**config.mk**
```make
export PLATFORM = sky130hd
export DESIGN_NAME = stlf_div_cell
export DESIGN_NICKNAME = d
export VERILOG_FILES = /design/src/soil_temp_liquid_fraction_assert.svh /design/src/stlf_pkg.sv /design/src/stlf_div_cell.sv
export SDC_FILE = /design/constraint.sdc
export NUM_CORES = 1
export LEC_CHECK = 0
export BUFFER_PORTS_ARGS = -buffer_cell sky130_fd_sc_hd__buf_2
export CAP_MARGIN = 30
export CORE_ASPECT_RATIO = 1.2
export CORE_MARGIN = 4
export CORE_UTILIZATION = 40
export DETAILED_ROUTE_END_ITERATION = 16
export GPL_TIMING_DRIVEN = 0
export PLACE_DENSITY = 0.69
export SYNTH_ARGS = -nofsm -noshare
export SYNTH_HDL_FRONTEND = slang
export SYNTH_SLANG_ARGS = --single-unit
```
**constraint.sdc**
```tcl
create_clock -name clk -period 4.3 [get_ports clk]
set_input_delay 0.43 -clock clk [delete_from_list [all_inputs] [get_ports clk]]
set_output_delay 0.43 -clock clk [all_outputs]
set_load 0.05 [all_outputs]
```
**src/soil_temp_liquid_fraction_assert.svh**
```systemverilog
// Assertion macros for the soil temperature and liquid fraction block.
`ifndef SOIL_TEMP_LIQUID_FRACTION_ASSERT_SVH
`define SOIL_TEMP_LIQUID_FRACTION_ASSERT_SVH
`ifndef SYNTHESIS
`define STLF_ASSERT_IMPLY(label, clk, rst, a, b) \
  label: assert property (@(posedge clk) disable iff (rst) (a) |-> (b)) \
    else $error("implication failed");
`define STLF_ASSERT_NEXT(label, clk, rst, a, b) \
  label: assert property (@(posedge clk) disable iff (rst) (a) |=> (b)) \
    else $error("next-cycle check failed");
`else
`define STLF_ASSERT_IMPLY(label, clk, rst, a, b)
`define STLF_ASSERT_NEXT(label, clk, rst, a, b)
`endif
`endif

```
**src/stlf_pkg.sv**
```systemverilog
// Shared types and constants of the soil temperature and liquid fraction block.
`timescale 1ns / 1ps
package stlf_pkg;
  localparam int TEMP_BITS = 26;
  localparam int NUM_W     = 74;
  localparam int DEN_W     = 52;
  localparam int DSH_W     = DEN_W + TEMP_BITS - 1;
  localparam logic [TEMP_BITS-1:0] TEMP_MAX = {TEMP_BITS{1'b1}};
  localparam logic [16:0] LF_ONE = 17'h10000;

  localparam logic [1:0] PH_FROZEN = 2'd0;
  localparam logic [1:0] PH_PARTLY = 2'd1;
  localparam logic [1:0] PH_THAWED = 2'd2;

  localparam logic [1:0] ST_OK  = 2'd0;
  localparam logic [1:0] ST_DIV = 2'd1;
  localparam logic [1:0] ST_SAT = 2'd2;

  localparam logic [2:0] REG_CI = 3'd0;
  localparam logic [2:0] REG_CW = 3'd1;
  localparam logic [2:0] REG_LAT = 3'd2;
  localparam logic [2:0] REG_T3 = 3'd3;
  localparam logic [2:0] REG_T0 = 3'd4;

  typedef struct packed {
    logic [1:0]           phase;
    logic [1:0]           status;
    logic                 q_temp;
    logic                 q_lf;
    logic [TEMP_BITS-1:0] temp_fix;
    logic [16:0]          lf_fix;
  } side_t;

  typedef struct packed {
    logic [NUM_W-1:0]     rem;
    logic [DSH_W-1:0]     dsh;
    logic [TEMP_BITS-1:0] q;
    side_t                side;
  } cell_t;

  typedef struct packed {
    logic [15:0] ci;
    logic [15:0] cw;
    logic [19:0] lat;
    logic [24:0] t3;
    logic [24:0] t0;
  } cfg_t;
endpackage

```
**src/stlf_div_cell.sv**
```systemverilog
// One restoring division cell: settles one quotient bit per cycle while enabled.
`timescale 1ns / 1ps
module stlf_div_cell (
  input  logic            clk,
  input  logic            rst,
  input  logic            en,
  input  logic            v_in,
  input  stlf_pkg::cell_t d_in,
  output logic            v_out,
  output stlf_pkg::cell_t d_out
);
  import stlf_pkg::*;

  logic ge;

  assign ge = {{(DSH_W-NUM_W){1'b0}}, d_in.rem} >= d_in.dsh;

  // hold valid
  always_ff @(posedge clk) begin
    if (rst) begin
      v_out <= 1'b0;
    end else if (en) begin
      v_out <= v_in;
    end
  end

  // subtract the shifted divisor when it fits, then shift it down
  always_ff @(posedge clk) begin
    if (en) begin
      d_out.rem  <= ge ? d_in.rem - d_in.dsh[NUM_W-1:0] : d_in.rem;
      d_out.dsh  <= d_in.dsh >> 1;
      d_out.q    <= {d_in.q[TEMP_BITS-2:0], ge};
      d_out.side <= d_in.side;
    end
  end
endmodule

```
==> results by group <==
Timing
  – Worst slew pin tran: 0.9209 ns
  – Skew final: 0 ns
  – F_max: 247.1 MHz
  – Clock period minus worst slack: 4.047 ns
  – Final count of negative-setup-slack endpoints: 0
  – Period utilization: 94.12%
  – Relative max-transition margin: between 30% and 40%
  – Setup WS post-layout: 0.2530 ns
  – Fin. max-slew vios: 0
  – Setup repair after global routing missed its margin: false
  – Final hold violation count: 0

Clocking
  – Post-cts sizing count: 0
  – CTS clock-pin slew for the worst setup and hold paths: 0.06 ns
  – Clock Path Buffers: 3
  – H-tree depth: 1
  – TritonCTS clock tree: done
  – CTS sink cnt: 226
  – Hold_buf cts: 0
  – CTS Root Cell: clkbuf_16
  – Num CTS Buffers: 24
  – Setup Buffers After CTS: 0
  – Clk_lat worst skew: 0.52 ns

Routing
  – Final WL: 39270 um
  – Wire per inst: 19.63 um
  – DR pass1 iterations: 5
  – Initial DRC Count: 620
  – ANT nets after route: 0
  – Vias per std cell: 5.224
  – DRC Markers: 0
  – Vias after detailed routing: 10450

Pwr
  – Power density cells: 403.5 mW/mm2
  – Peak supply drop: 294.0 uV
  – Static leakage: 7.390 nW

Run status
  – Status: complete, no violations

Synth
  – Number of library cell types mapped by synthesis: 80
  – Syn nets: 1399
  – YS warnings: 0
  – Mapped Area: 0.01292 mm2
  – Ys async rst share: 0%
  – Post-synthesis sequential area ratio: 52.45%
  – Post-synth EDFFs: around 230
  – Synth Instances: 1094
  – Syn_area_per_cell: 11.81 um2
  – Main flop type after synthesis: edfxtp_1
  – Yosys reg bits: 226

Global routing
  – Gr usage total: 21.09%
  – Largest net degree at the start of global routing: 130
  – Initial antenna violation count: 9
  – First-pass GRT wire length: roughly 58000 um
  – Vias in the first global route: 10650
  – Grt ovf: 0

Final layout
  – Area Growth Syn to Fin: 28.16%
  – Commonest cells after routing, fill and taps aside: 468 x buf_2, 225 x edfxtp_1, 102 x inv_1
  – Leading cell type in the layout, fill and taps excluded: buf_2
  – Fin util: 52.36%
  – Reg area: 0.006777 mm2
  – Multi-input combinational cell area: between 0.005 and 0.006 mm2
  – Share of layout cells above drive strength 1: 37.37%
  – Design Area, Final: 0.01656 mm2
  – NumNets Final: 1880
  – Fill count: roughly 2900

Die
  – Die W: 172.1 um
  – Cell Rows: 71
  – Core ar.: 0.03163 mm2
  – IO Pins: 457
  – Die span in y: 204.9 um
  – Full die area: 0.03525 mm2
  – Initial cell density of the core: roughly two fifths

Setup path
  – Crit Path Class: in -> reg
  – CP startpoint kind: primary input
  – Crit end category: register
  – Critical Path RT: 4.65 ns
  – CP max FO: 5
  – Worst Path Arrival: about 4.4 ns

Place
  – DP HPWL: 31330 um
  – DP Area: 0.01573 mm2
  – Port bufs: ~450
  – RePlAce Congestion: 0.8751
  – DP Worst Slack: -0.2708 ns

Worst hold path
  – HP Class: in -> reg

Job
  – Max-Cap Viols: 0
==> registers in the layout, indices dropped and copies added, names as in the netlist <==
register and flops:
v_out 1, d_out 225
==> final cells by class <==
type                            instances  area share [%]
Buffer                                 38           1.534
Clock buffer                           35           4.125
Sequential cell                       226           40.92
Multi-Input combinational cell        727           33.19
Inverter                              103           2.380
Tap cell                              401           3.030
Timing Repair Buffer                  455           13.95
Clock inverter                          8          0.7480
Antenna cell                            8          0.1209
==> power by group <==
part,total (mW),switching (mW),internal (mW),leakage [nW]
Sequential,2.67,0.0422,2.63,2.21
Combinational,1.87,1.31,0.559,4.79
Clock,2.14,0.857,1.28,0.389
Total,6.68,2.21,4.47,7.39
==> per-layer routing <==
metal	vias up	global-route usage [%]	routed length (um)
met5	-	0	8
met4	2	7.807	1141
met3	64	4.980	3199
met2	390	37.92	20160
met1	4930	24.18	14770
li1	5068	-	-
==> logic make-up (layout without fill, tap and decap cells) <==
family / after synthesis / after routing / synth area share [%]
AND/OR/NAND/NOR: 220 / 220 / 8.609
buffers and inverters: 141 / 639 / 5.016
XOR/XNOR: 64 / 64 / 4.338
adder cells (fa/ha/maj): 75 / 75 / 7.321
AO/OA/AOI/OAI: 310 / 310 / 15.91
flip-flops: 226 / 226 / 52.45
other: 1 / 9 / 0.02902
multiplexers: 57 / 57 / 6.333
==> cell usage after synthesis (3+ instances only) <==
cell       count  area, um2
nor2b_1       10      62.56
mux2_2         6      67.56
o211ai_1       3      22.52
ha_1          74      925.9
a2bb2oi_1      3      26.28
buf_2         15      75.07
xor2_1        23      201.4
inv_1        102      382.9
and4_1         3      26.28
clkbuf_1      15      56.30
buf_12         5      100.1
or2_2          3      18.77
a21oi_1       91      455.4
o31ai_1        9      67.56
o22ai_1        3      18.77
o21bai_1      19      142.6
a211o_1        4      35.03
nor4_1         3      18.77
a31oi_1        8      50.05
nand4_1       27      168.9
a221o_1        3      30.03
mux2_4        48      720.7
o21a_1        15      112.6
or3_1         11      68.82
nand2_1       65      244.0
mux2i_1        3      30.03
a31o_2         3      26.28
a211oi_1       5      37.54
edfxtp_1     225       6756
nand2b_1       6      37.54
a21o_1        30      225.2
a21boi_0       3      22.52
o21ai_1        4      20.02
nor2_1        41      153.9
nor3_1        18      90.09
o21ai_0       77      385.4
and3_1         4      25.02
xnor2_1       41      359.1
and2_1         6      37.54
nand3_1       13      65.06
==> critical path, cell delays in order <==
cell,delay [ns]
buf_2,0.11
inv_1,0.04
ha_1,0.15
inv_1,0.05
fa_1,0.43
a211oi_2,0.27
o21ai_1,0.13
a221oi_2,0.44
o21ai_0,0.37
a311oi_2,0.75
o21ai_2,0.27
a31oi_1,0.33
mux2_2,0.38
o31ai_1,0.24
==> path summary, 6_finish.rpt <==
check,from,endpoint,slack [ns],depth (start not counted)
worst min register to register,v_out$_SDFFE_PP0P_,v_out$_SDFFE_PP0P_,0.50,2
worst max-delay path,d_in[152],d_out[220]$_DFFE_PP_,0.25,14
worst max register to register,v_out$_SDFFE_PP0P_,v_out$_SDFFE_PP0P_,3.71,2
worst min-delay path,rst,v_out$_SDFFE_PP0P_,0.06,2
==> through the flow <==
step	cells	hold slack, ns	TNS [ns]	power (mW)
6_report	2001	0.05840	0	6.682
4_1_cts	1993	0.02759	0	6.752
2_1_floorplan	1094	0.5024	0	4.052
3_5_place_dp	1950	0.5048	-0.8849	4.586
3_3_place_gp	1949	0.4723	-52.87	4.577
5_1_grt	2000	0.04362	0	6.994
Power figures use the tool's default switching activity.
